===== src/sv/assert_macros.svh =====
// ----------------------------------------------------------------------------
// assert_macros.svh
// shared concurrent assertion macros
// ----------------------------------------------------------------------------
`ifndef ASSERT_MACROS_SVH
`define ASSERT_MACROS_SVH

// property must hold at every rising clock edge outside reset
`define ASSERT_CLK(lbl, clk, rst, prop) \
   lbl: assert property (@(posedge clk) disable iff (rst) (prop)) \
      else $error("assertion failed");

// expression must never be true outside reset
`define ASSERT_NEVER(lbl, clk, rst, expr) \
   lbl: assert property (@(posedge clk) disable iff (rst) !(expr)) \
      else $error("forbidden condition seen");

`endif


===== src/sv/cofa_pkg.sv =====
// ----------------------------------------------------------------------------
// cofa_pkg
// types, constants and control store of the operand fetch sequencer
// ----------------------------------------------------------------------------
package cofa_pkg;

   localparam int MEM_AW    = 16;
   localparam int MEM_DEPTH = 65536;
   localparam int UPC_W     = 5;

   localparam logic FUNC_WRITE = 1'b0;
   localparam logic FUNC_FETCH = 1'b1;

   localparam logic [3:0] MODE_DIRECT = 4'd0;
   localparam logic [3:0] MODE_IMM    = 4'd1;
   localparam logic [3:0] MODE_ZP     = 4'd2;
   localparam logic [3:0] MODE_ZPX    = 4'd3;
   localparam logic [3:0] MODE_ZPY    = 4'd4;
   localparam logic [3:0] MODE_INDX   = 4'd5;
   localparam logic [3:0] MODE_INDY   = 4'd6;
   localparam logic [3:0] MODE_ABS    = 4'd7;
   localparam logic [3:0] MODE_ABSX   = 4'd8;
   localparam logic [3:0] MODE_ABSY   = 4'd9;

   localparam logic [7:0] ZERO_PAGE = 8'h00;

   // control store entry points
   localparam logic [UPC_W-1:0] UA_EMIT   = 5'd0;
   localparam logic [UPC_W-1:0] UA_EMIT0  = 5'd1;
   localparam logic [UPC_W-1:0] UA_WRITE  = 5'd2;
   localparam logic [UPC_W-1:0] UA_DIRECT = 5'd3;
   localparam logic [UPC_W-1:0] UA_ZP     = 5'd4;
   localparam logic [UPC_W-1:0] UA_ZPX    = 5'd6;
   localparam logic [UPC_W-1:0] UA_ZPY    = 5'd8;
   localparam logic [UPC_W-1:0] UA_INDX   = 5'd10;
   localparam logic [UPC_W-1:0] UA_INDY   = 5'd14;
   localparam logic [UPC_W-1:0] UA_ABS    = 5'd18;
   localparam logic [UPC_W-1:0] UA_ABSX   = 5'd21;
   localparam logic [UPC_W-1:0] UA_ABSY   = 5'd24;
   localparam logic [UPC_W-1:0] UA_LAST   = 5'd26;

   typedef enum logic [2:0] {
      AS_ADDR  = 3'd0,
      AS_ADDR1 = 3'd1,
      AS_ZP    = 3'd2,
      AS_ZP1   = 3'd3,
      AS_WORD  = 3'd4
   } asel_type;

   typedef enum logic [1:0] {
      IX_NONE = 2'd0,
      IX_X    = 2'd1,
      IX_Y    = 2'd2
   } isel_type;

   typedef enum logic [1:0] {
      TA_HOLD  = 2'd0,
      TA_RDATA = 2'd1,
      TA_ALOW  = 2'd2
   } tasel_type;

   typedef enum logic [1:0] {
      SQ_NEXT = 2'd0,
      SQ_GOTO = 2'd1,
      SQ_END  = 2'd2,
      SQ_WAIT = 2'd3
   } seq_type;

   typedef enum logic [1:0] {
      ST_IDLE = 2'b01,
      ST_RUN  = 2'b10
   } state_type;

   typedef struct packed {
      logic             rd;
      logic             wr;
      asel_type         asel;
      isel_type         isel;
      tasel_type        tasel;
      logic             emit;
      logic             emit0;
      seq_type          seq;
      logic [UPC_W-1:0] jaddr;
   } uword_type;

   // strobes handed from sequencer to datapath
   typedef struct packed {
      logic      rd;
      logic      wr;
      asel_type  asel;
      isel_type  isel;
      tasel_type tasel;
      logic      emit;
      logic      emit0;
   } ctrl_type;

   function automatic uword_type uw(input logic rd, input logic wr, input asel_type asel,
                                    input isel_type isel, input tasel_type tasel,
                                    input logic emit, input logic emit0,
                                    input seq_type seq, input logic [UPC_W-1:0] jaddr);
      uword_type w;
      w.rd    = rd;
      w.wr    = wr;
      w.asel  = asel;
      w.isel  = isel;
      w.tasel = tasel;
      w.emit  = emit;
      w.emit0 = emit0;
      w.seq   = seq;
      w.jaddr = jaddr;
      return w;
   endfunction

   function automatic uword_type ucode_rom(input logic [UPC_W-1:0] upc);
      uword_type w;
      case (upc)
         // result steps, which wait on a full output register, and the write step
         5'd0:  w = uw(1'b0, 1'b0, AS_ADDR, IX_NONE, TA_HOLD, 1'b1, 1'b0, SQ_WAIT, UA_EMIT);
         5'd1:  w = uw(1'b0, 1'b0, AS_ADDR, IX_NONE, TA_HOLD, 1'b0, 1'b1, SQ_WAIT, UA_EMIT0);
         5'd2:  w = uw(1'b0, 1'b1, AS_ADDR, IX_NONE, TA_HOLD, 1'b0, 1'b0, SQ_END, UA_EMIT);
         // direct and immediate
         5'd3:  w = uw(1'b1, 1'b0, AS_ADDR, IX_NONE, TA_HOLD, 1'b0, 1'b0, SQ_GOTO, UA_EMIT);
         // zero page
         5'd4:  w = uw(1'b1, 1'b0, AS_ADDR, IX_NONE, TA_HOLD, 1'b0, 1'b0, SQ_NEXT, UA_EMIT);
         5'd5:  w = uw(1'b1, 1'b0, AS_ZP, IX_NONE, TA_HOLD, 1'b0, 1'b0, SQ_GOTO, UA_EMIT);
         5'd6:  w = uw(1'b1, 1'b0, AS_ADDR, IX_NONE, TA_HOLD, 1'b0, 1'b0, SQ_NEXT, UA_EMIT);
         5'd7:  w = uw(1'b1, 1'b0, AS_ZP, IX_X, TA_HOLD, 1'b0, 1'b0, SQ_GOTO, UA_EMIT);
         5'd8:  w = uw(1'b1, 1'b0, AS_ADDR, IX_NONE, TA_HOLD, 1'b0, 1'b0, SQ_NEXT, UA_EMIT);
         5'd9:  w = uw(1'b1, 1'b0, AS_ZP, IX_Y, TA_HOLD, 1'b0, 1'b0, SQ_GOTO, UA_EMIT);
         // indexed indirect
         5'd10: w = uw(1'b1, 1'b0, AS_ADDR, IX_NONE, TA_HOLD, 1'b0, 1'b0, SQ_NEXT, UA_EMIT);
         5'd11: w = uw(1'b1, 1'b0, AS_ZP, IX_X, TA_ALOW, 1'b0, 1'b0, SQ_NEXT, UA_EMIT);
         5'd12: w = uw(1'b1, 1'b0, AS_ZP1, IX_NONE, TA_RDATA, 1'b0, 1'b0, SQ_NEXT, UA_EMIT);
         5'd13: w = uw(1'b1, 1'b0, AS_WORD, IX_NONE, TA_HOLD, 1'b0, 1'b0, SQ_GOTO, UA_EMIT);
         // indirect indexed
         5'd14: w = uw(1'b1, 1'b0, AS_ADDR, IX_NONE, TA_HOLD, 1'b0, 1'b0, SQ_NEXT, UA_EMIT);
         5'd15: w = uw(1'b1, 1'b0, AS_ZP, IX_NONE, TA_ALOW, 1'b0, 1'b0, SQ_NEXT, UA_EMIT);
         5'd16: w = uw(1'b1, 1'b0, AS_ZP1, IX_NONE, TA_RDATA, 1'b0, 1'b0, SQ_NEXT, UA_EMIT);
         5'd17: w = uw(1'b1, 1'b0, AS_WORD, IX_Y, TA_HOLD, 1'b0, 1'b0, SQ_GOTO, UA_EMIT);
         // absolute
         5'd18: w = uw(1'b1, 1'b0, AS_ADDR, IX_NONE, TA_HOLD, 1'b0, 1'b0, SQ_NEXT, UA_EMIT);
         5'd19: w = uw(1'b1, 1'b0, AS_ADDR1, IX_NONE, TA_RDATA, 1'b0, 1'b0, SQ_NEXT, UA_EMIT);
         5'd20: w = uw(1'b1, 1'b0, AS_WORD, IX_NONE, TA_HOLD, 1'b0, 1'b0, SQ_GOTO, UA_EMIT);
         5'd21: w = uw(1'b1, 1'b0, AS_ADDR, IX_NONE, TA_HOLD, 1'b0, 1'b0, SQ_NEXT, UA_EMIT);
         5'd22: w = uw(1'b1, 1'b0, AS_ADDR1, IX_NONE, TA_RDATA, 1'b0, 1'b0, SQ_NEXT, UA_EMIT);
         5'd23: w = uw(1'b1, 1'b0, AS_WORD, IX_X, TA_HOLD, 1'b0, 1'b0, SQ_GOTO, UA_EMIT);
         5'd24: w = uw(1'b1, 1'b0, AS_ADDR, IX_NONE, TA_HOLD, 1'b0, 1'b0, SQ_NEXT, UA_EMIT);
         5'd25: w = uw(1'b1, 1'b0, AS_ADDR1, IX_NONE, TA_RDATA, 1'b0, 1'b0, SQ_NEXT, UA_EMIT);
         5'd26: w = uw(1'b1, 1'b0, AS_WORD, IX_Y, TA_HOLD, 1'b0, 1'b0, SQ_GOTO, UA_EMIT);
         default: w = uw(1'b0, 1'b0, AS_ADDR, IX_NONE, TA_HOLD, 1'b0, 1'b0, SQ_END, UA_EMIT);
      endcase
      return w;
   endfunction

   function automatic logic [UPC_W-1:0] entry_point(input logic func, input logic [3:0] mode);
      logic [UPC_W-1:0] e;
      if (func == FUNC_WRITE) begin
         e = UA_WRITE;
      end else begin
         case (mode)
            MODE_DIRECT: e = UA_DIRECT;
            MODE_IMM:    e = UA_DIRECT;
            MODE_ZP:     e = UA_ZP;
            MODE_ZPX:    e = UA_ZPX;
            MODE_ZPY:    e = UA_ZPY;
            MODE_INDX:   e = UA_INDX;
            MODE_INDY:   e = UA_INDY;
            MODE_ABS:    e = UA_ABS;
            MODE_ABSX:   e = UA_ABSX;
            MODE_ABSY:   e = UA_ABSY;
            default:     e = UA_EMIT0;
         endcase
      end
      return e;
   endfunction

endpackage


===== src/sv/cofa_seq.sv =====
// ----------------------------------------------------------------------------
// cofa_seq
// microprogram sequencer: step counter, control store and jump logic
// ----------------------------------------------------------------------------
`include "assert_macros.svh"

module cofa_seq
   import cofa_pkg::*;
(
   input  logic       clock,
   input  logic       reset,
   input  logic       req_accept,
   input  logic       req_func,
   input  logic [3:0] req_mode,
   input  logic       out_full,
   output logic       ready,
   output ctrl_type   ctrl
);

   state_type        state_ff, state_in;
   logic [UPC_W-1:0] upc_ff, upc_in;
   uword_type        uword;
   logic             stall;
   logic             exec;

   assign uword = ucode_rom(upc_ff);
   assign stall = (uword.seq == SQ_WAIT) && out_full;
   assign exec  = (state_ff == ST_RUN) && !stall;
   assign ready = (state_ff == ST_IDLE);

   assign ctrl.rd    = exec && uword.rd;
   assign ctrl.wr    = exec && uword.wr;
   assign ctrl.asel  = uword.asel;
   assign ctrl.isel  = uword.isel;
   assign ctrl.tasel = exec ? uword.tasel : TA_HOLD;
   assign ctrl.emit  = exec && uword.emit;
   assign ctrl.emit0 = exec && uword.emit0;

   always_comb begin
      state_in = state_ff;
      upc_in   = upc_ff;
      case (state_ff)
         ST_IDLE: begin
            if (req_accept) begin
               state_in = ST_RUN;
               upc_in   = entry_point(req_func, req_mode);
            end
         end
         ST_RUN: begin
            case (uword.seq)
               SQ_NEXT: upc_in = upc_ff + 1'b1;
               SQ_GOTO: upc_in = uword.jaddr;
               SQ_END:  state_in = ST_IDLE;
               SQ_WAIT: begin
                  if (stall) begin
                     upc_in = uword.jaddr;
                  end else begin
                     state_in = ST_IDLE;
                  end
               end
               default: state_in = ST_IDLE;
            endcase
         end
         default: state_in = ST_IDLE;
      endcase
   end

   always_ff @(posedge clock) begin
      if (reset) begin
         state_ff <= ST_IDLE;
         upc_ff   <= UA_EMIT;
      end else begin
         state_ff <= state_in;
         upc_ff   <= upc_in;
      end
   end

   `ASSERT_CLK(a_accept_runs, clock, reset, req_accept |=> (state_ff == ST_RUN))
   `ASSERT_NEVER(a_rd_and_wr, clock, reset, ctrl.rd && ctrl.wr)
   `ASSERT_CLK(a_upc_in_program, clock, reset, (state_ff == ST_RUN) |-> (upc_ff <= UA_LAST))

endmodule


===== config.mk =====
export PLATFORM = sky130hd
export DESIGN_NAME = cofa_seq
export DESIGN_NICKNAME = d
export VERILOG_FILES = /design/src/sv/cofa_pkg.sv /design/src/sv/cofa_seq.sv
export VERILOG_INCLUDE_DIRS = /design/src /design/src/sv
export SDC_FILE = /design/constraint.sdc
export NUM_CORES = 1
export LEC_CHECK = 0
export BUFFER_PORTS_ARGS = -buffer_cell sky130_fd_sc_hd__buf_2
export CORE_MARGIN = 4
export CORE_UTILIZATION = 35
export CTS_CLUSTER_DIAMETER = 50
export DETAILED_ROUTE_END_ITERATION = 12
export GPL_TIMING_DRIVEN = 0
export SLEW_MARGIN = 5
export SYNTH_ARGS = -nofsm -noshare
export SYNTH_HDL_FRONTEND = slang
export SYNTH_SLANG_ARGS = --single-unit

===== constraint.sdc =====
create_clock -name clock -period 4.8 [get_ports clock]
set_clock_uncertainty 0.15 [all_clocks]
set_input_delay 0.72 -clock clock [delete_from_list [all_inputs] [get_ports clock]]
set_output_delay 0.72 -clock clock [all_outputs]
set_load 0.01 [all_outputs]

### Word level (Yosys, flattened, before mapping)

Memories as Yosys holds them, arrays and structs flattened. A register that Yosys moved wholly into a read port is not among the register bits.
Index checks and enable logic that the tools add are counted.
W data, S select, Z words.

* reductions and logical operators: 11
* add/subtract/negate cells: 1
* muxes and demuxes: 12
* equal/unequal tests: 10

Operators by type and width (count)
* $mux W5: 5
* $pmux W5 S3: 1
* $pmux W5 S2: 1
* $pmux W2 S2: 2
* $eq A2 B2 Y1 const B: 3
* $logic_and A1 B1 Y1: 6
* $mux W2: 3
* $ne A3 B3 Y1 const B: 2
* $add A5 B1 Y5 const B: 1
* $eq A2 B1 Y1 const B: 2
* $ne A4 B2 Y1 const B: 1
* $reduce_and A4 Y1: 1
* $ne A3 B2 Y1 const B: 1
* $reduce_and A3 Y1: 1
* $logic_not A2 Y1: 1
* $ne A2 B2 Y1 const B: 1
* $reduce_bool A2 Y1: 1
* $logic_not A1 Y1: 1

* word-level logic and storage cells: 38
* bits of input ports: 9
* memories: 2
* register bits: 7
* memory bits (read-only): 528
* output and inout bits: 12

Memories
* (no name shown): depth 32, width 14, read ports 1, clocked after Yosys merged registers in 1, wr ports 0, RTL line cofa_pkg.sv:116 `case (upc)`
* (no name shown): depth 16, width 5, read ports 1, clocked after Yosys merged registers in 0, wr ports 0, RTL line cofa_pkg.sv:160 `case (mode)`

### Longest topological paths before layout

* depth in word-level cells: 7
* gate-level depth with buffers: 11
* depth with buffers taken out: 11

### Worst setup path after synthesis

No wires, ideal clock.

* kind: input port to flip-flop
* start: input out_full
* end: register, netlist name uword[15]
* arrival time: 2513 ps
* path buffers: 1
* stages: 11
* setup slack: 2021 ps
* setup time: 116 ps
* required time: 4534 ps
* path through: a21boi_1 o2bb2ai_2 buf_6 nand2_1 a32o_1 nor2_1 inv_1 ha_1 a31oi_1 a211oi_2 a41o_1

* cells in the longest elaborated chain, start to end: 5

RTL lines
* from (decl): RTL line cofa_seq.sv:15 `input logic out_full,`
* $logic_and A1 B1 Y1: RTL line cofa_seq.sv:27 `assign stall = (uword.seq == SQ_WAIT) && out_full;`
* $ne A3 B3 Y1 (no line)
* $reduce_and A4 Y1 (no line)
* $mux W5 (no line) (2 in series)

No other way between the ends.
A chain may end at the register's enable or synchronous reset.

### Final worst setup path

* start: input out_full
* end: register, netlist name uword[5]

* cells in the longest elaborated chain, start to end: 5

RTL lines (RTL line)
* $logic_and A1 B1 Y1: cofa_seq.sv:27
* $ne A3 B3 Y1 (no line)
* $reduce_and A4 Y1 (no line)
* $mux W5 (no line) (2 in series)

No other way between the ends.

==> impl_metrics.yaml <==
layout:
  drive_gt1_frac: 0.292
  finish.net_count: 177
  num_antenna_cells: 0
  area.growth.synth_to_final_pct: 15.1
  final_util: 0.419
sta:
  fmax_mhz: 352
  worstMarginPinSlew_ns: 0.506
  relSlewSlack: 0.662
  finalSetupViolations: 0
  layout_min_cycle_time_ns: 2.84
  finalSetupTns_ns: 0
  fin_ws_ns: 1.96
  finalCritPeriodShare: 0.592
  rsz0062_at_grt: "no"
  hold_viol: 0
  slew_violations: 0
synth:
  ys_ff_latch: 19
  synth.cell_area_sq_um: 1220
  synthFlopType: "dfxtp_1"
  netlist_instances: 137
  yosysWarningCount: 0
  synth_top_cell_by_area: "dfxtp_1"
  synth.most_common_cell: "dfxtp_1"
  avgSynthCellArea_sq_um: 8.93
  ys_seq_area_frac: 0.311
  synth_top_cells_by_area: "dfxtp_1 (31%), ha_1 (6.1%), and2_1 (4.1%)"
  synth_cell_type_count: 47
  synth_common_cells: "dfxtp_1 (19), nor2_1 (13), and2_1 (8), nand2_1 (7)"
  ys_async_sr_fraction: 0
  synth_top_area_share: 0.311
  synthesis.nets: 152
  synth_edf_count: 0
floorplanning:
  ios: 21
  rows: 21
  initial_utilization: 0.364
  core_sq_um: 3360
  die_width_um: 67.1
  dieArea_sq_um: 4510
  die_h_um: 67.1
clock_tree:
  clk_pin_slew_ns: 0.10
  root_buffer: "clkbuf_4"
  postCtsSetupRepairBufs: 0
  cts-htree-levels: 1
  clock_sinks: 19
  post_cts_resized: 0
  clkLatencyLatePin_ns: 0.30
  cts_tree: "built"
  cts_buffers: 3
  cts_hold_buf: 0
  clockBufferDepth: 2
place:
  portBuffers: 20
  dp_hpwl_um: 2120
  pre_cts_slack_ns: 1.64
  place_congestion: 0.896
flow_run:
  cap_violations: 0
global_route:
  grt_usage: 0.133
  overflow: 0
  antenna_found_initial: 0
  grt_max_degree: 12
  grt_pass1_wl_um: 4550
  grt_pass1_vias: 1004
routing:
  vias: 1095
  wire_per_inst_um: 13.1
  firstDrtPassIters: 4
  drt-vias-per-instance: 5.29
  drc: 0
  drt_iter0_drc: 48
  wl_um: 2720
  ant_nets: 0
power_and_ir_drop:
  powerDensity_nw_per_um2: 243
  leakage_nw: 0.615
  ir_drop_mv: 0.0889
setup_path:
  critPathMaxFanout: 10
  critical_path_arrival_ns: 2.89
  worst_ep_required_time_ns: 4.85
  cpMaxStageDelayCell: "ha_1"
  max_stage_delay_ns: 0.35
  end_kind: "flop"
  crit_path_start_kind: "input port"
  criticalPathCategory: "input port to flop"
  cp_cell_sequence: "buf_2 -> a21boi_1 -> o2bb2ai_2 -> buf_6 -> nand2_1 -> a32o_1 -> nor2_1 -> inv_1 -> ha_1 -> a31oi_1 -> a211oi_2 -> a41o_1"
outcome:
  status: "complete, no violations"
hold_path:
  hold_path.class: "input port to flop"
==> report_power, final <==
part           leakage (nW)  switching (mW)  total (mW)  internal, mW
combinational         0.442          0.0493      0.0841        0.0347
clock                0.0177          0.0516      0.0827        0.0311
sequential            0.155         0.00752       0.175         0.168
==> worst max-delay path, delay by kind of cell <==
| family | cells | cell delay (ns) |
|---|---|---|
| AND/OR/NAND/NOR | 2 | 0.28 |
| AO/OA/AOI/OAI | 6 | 1.15 |
| adder cells (fa/ha/maj) | 1 | 0.35 |
| buffers and inverters | 3 | 0.38 |
==> layer usage <==
| layer | routed length, um | track usage | part of all wire | up-vias |
|---|---|---|---|---|
| met5 | 0 | 0 | 0 | - |
| met4 | 61 | 0.0532 | 0.022 | 0 |
| met3 | 161 | 0.0283 | 0.059 | 6 |
| met2 | 1290 | 0.222 | 0.47 | 30 |
| met1 | 1210 | 0.167 | 0.44 | 511 |
| li1 | - | - | - | 548 |
==> final timing paths <==
kind,startpoint,endpoint,slack [ns],depth (start not counted)
max reg2reg,uword[5],uword[5],1.97,11
min,reset,upc_ff[3],0.56,2
max,out_full,uword[5],1.96,12
min reg2reg,upc_ff[1],upc_ff[1],0.57,2
==> cell usage in the layout (no fill, tap or decap), types with 5 or more instances in the layout <==
cell     Yosys  final
a21oi_1      5      5
and2_1       8      8
buf_2        0     20
buf_4        6      6
dfxtp_1     19     19
ha_1         6      6
inv_1        6      6
nand2_1      7      7
nand3_1      6      6
nor2_1      13     13
==> layout make-up <==
type	instances	area, sq um
plain buffers	9	71.3
clock buffers	3	22.5
clock inverters	1	5.00
fillers	380	1950
inverters	7	27.5
multi-input cells	102	744
flip-flops and latches	19	380
well taps	46	57.6
repair buffers	20	100
==> logic make-up (layout without fill, tap and decap cells) <==
family          after synthesis  after routing  synth area share
xor+xnor                      2              2            0.0143
mux                           2              2            0.0174
buf+inv                      16             40            0.0808
fa+ha+maj                     6              6            0.0613
flops                        19             19             0.311
simple gates                 53             53             0.234
compound gates               39             39             0.281
==> per-stage QoR <==
stage	power [mW]	hold WS (ns)	instance area (sq um)	std cells
6_report	0.342	0.555	1410	207
5_1_grt	0.364	0.566	1410	207
4_1_cts	0.344	0.550	1410	207
3_5_place_dp	0.263	0.553	1380	203
3_3_place_gp	0.261	0.546	1380	203
2_1_floorplan	0.238	0.429	1220	137
==> registers in the layout, summed over array words and instances, names as in the netlist <==
name,count
state_ff,2
uword,12
upc_ff,5
(Power assumes the default switching activity.)
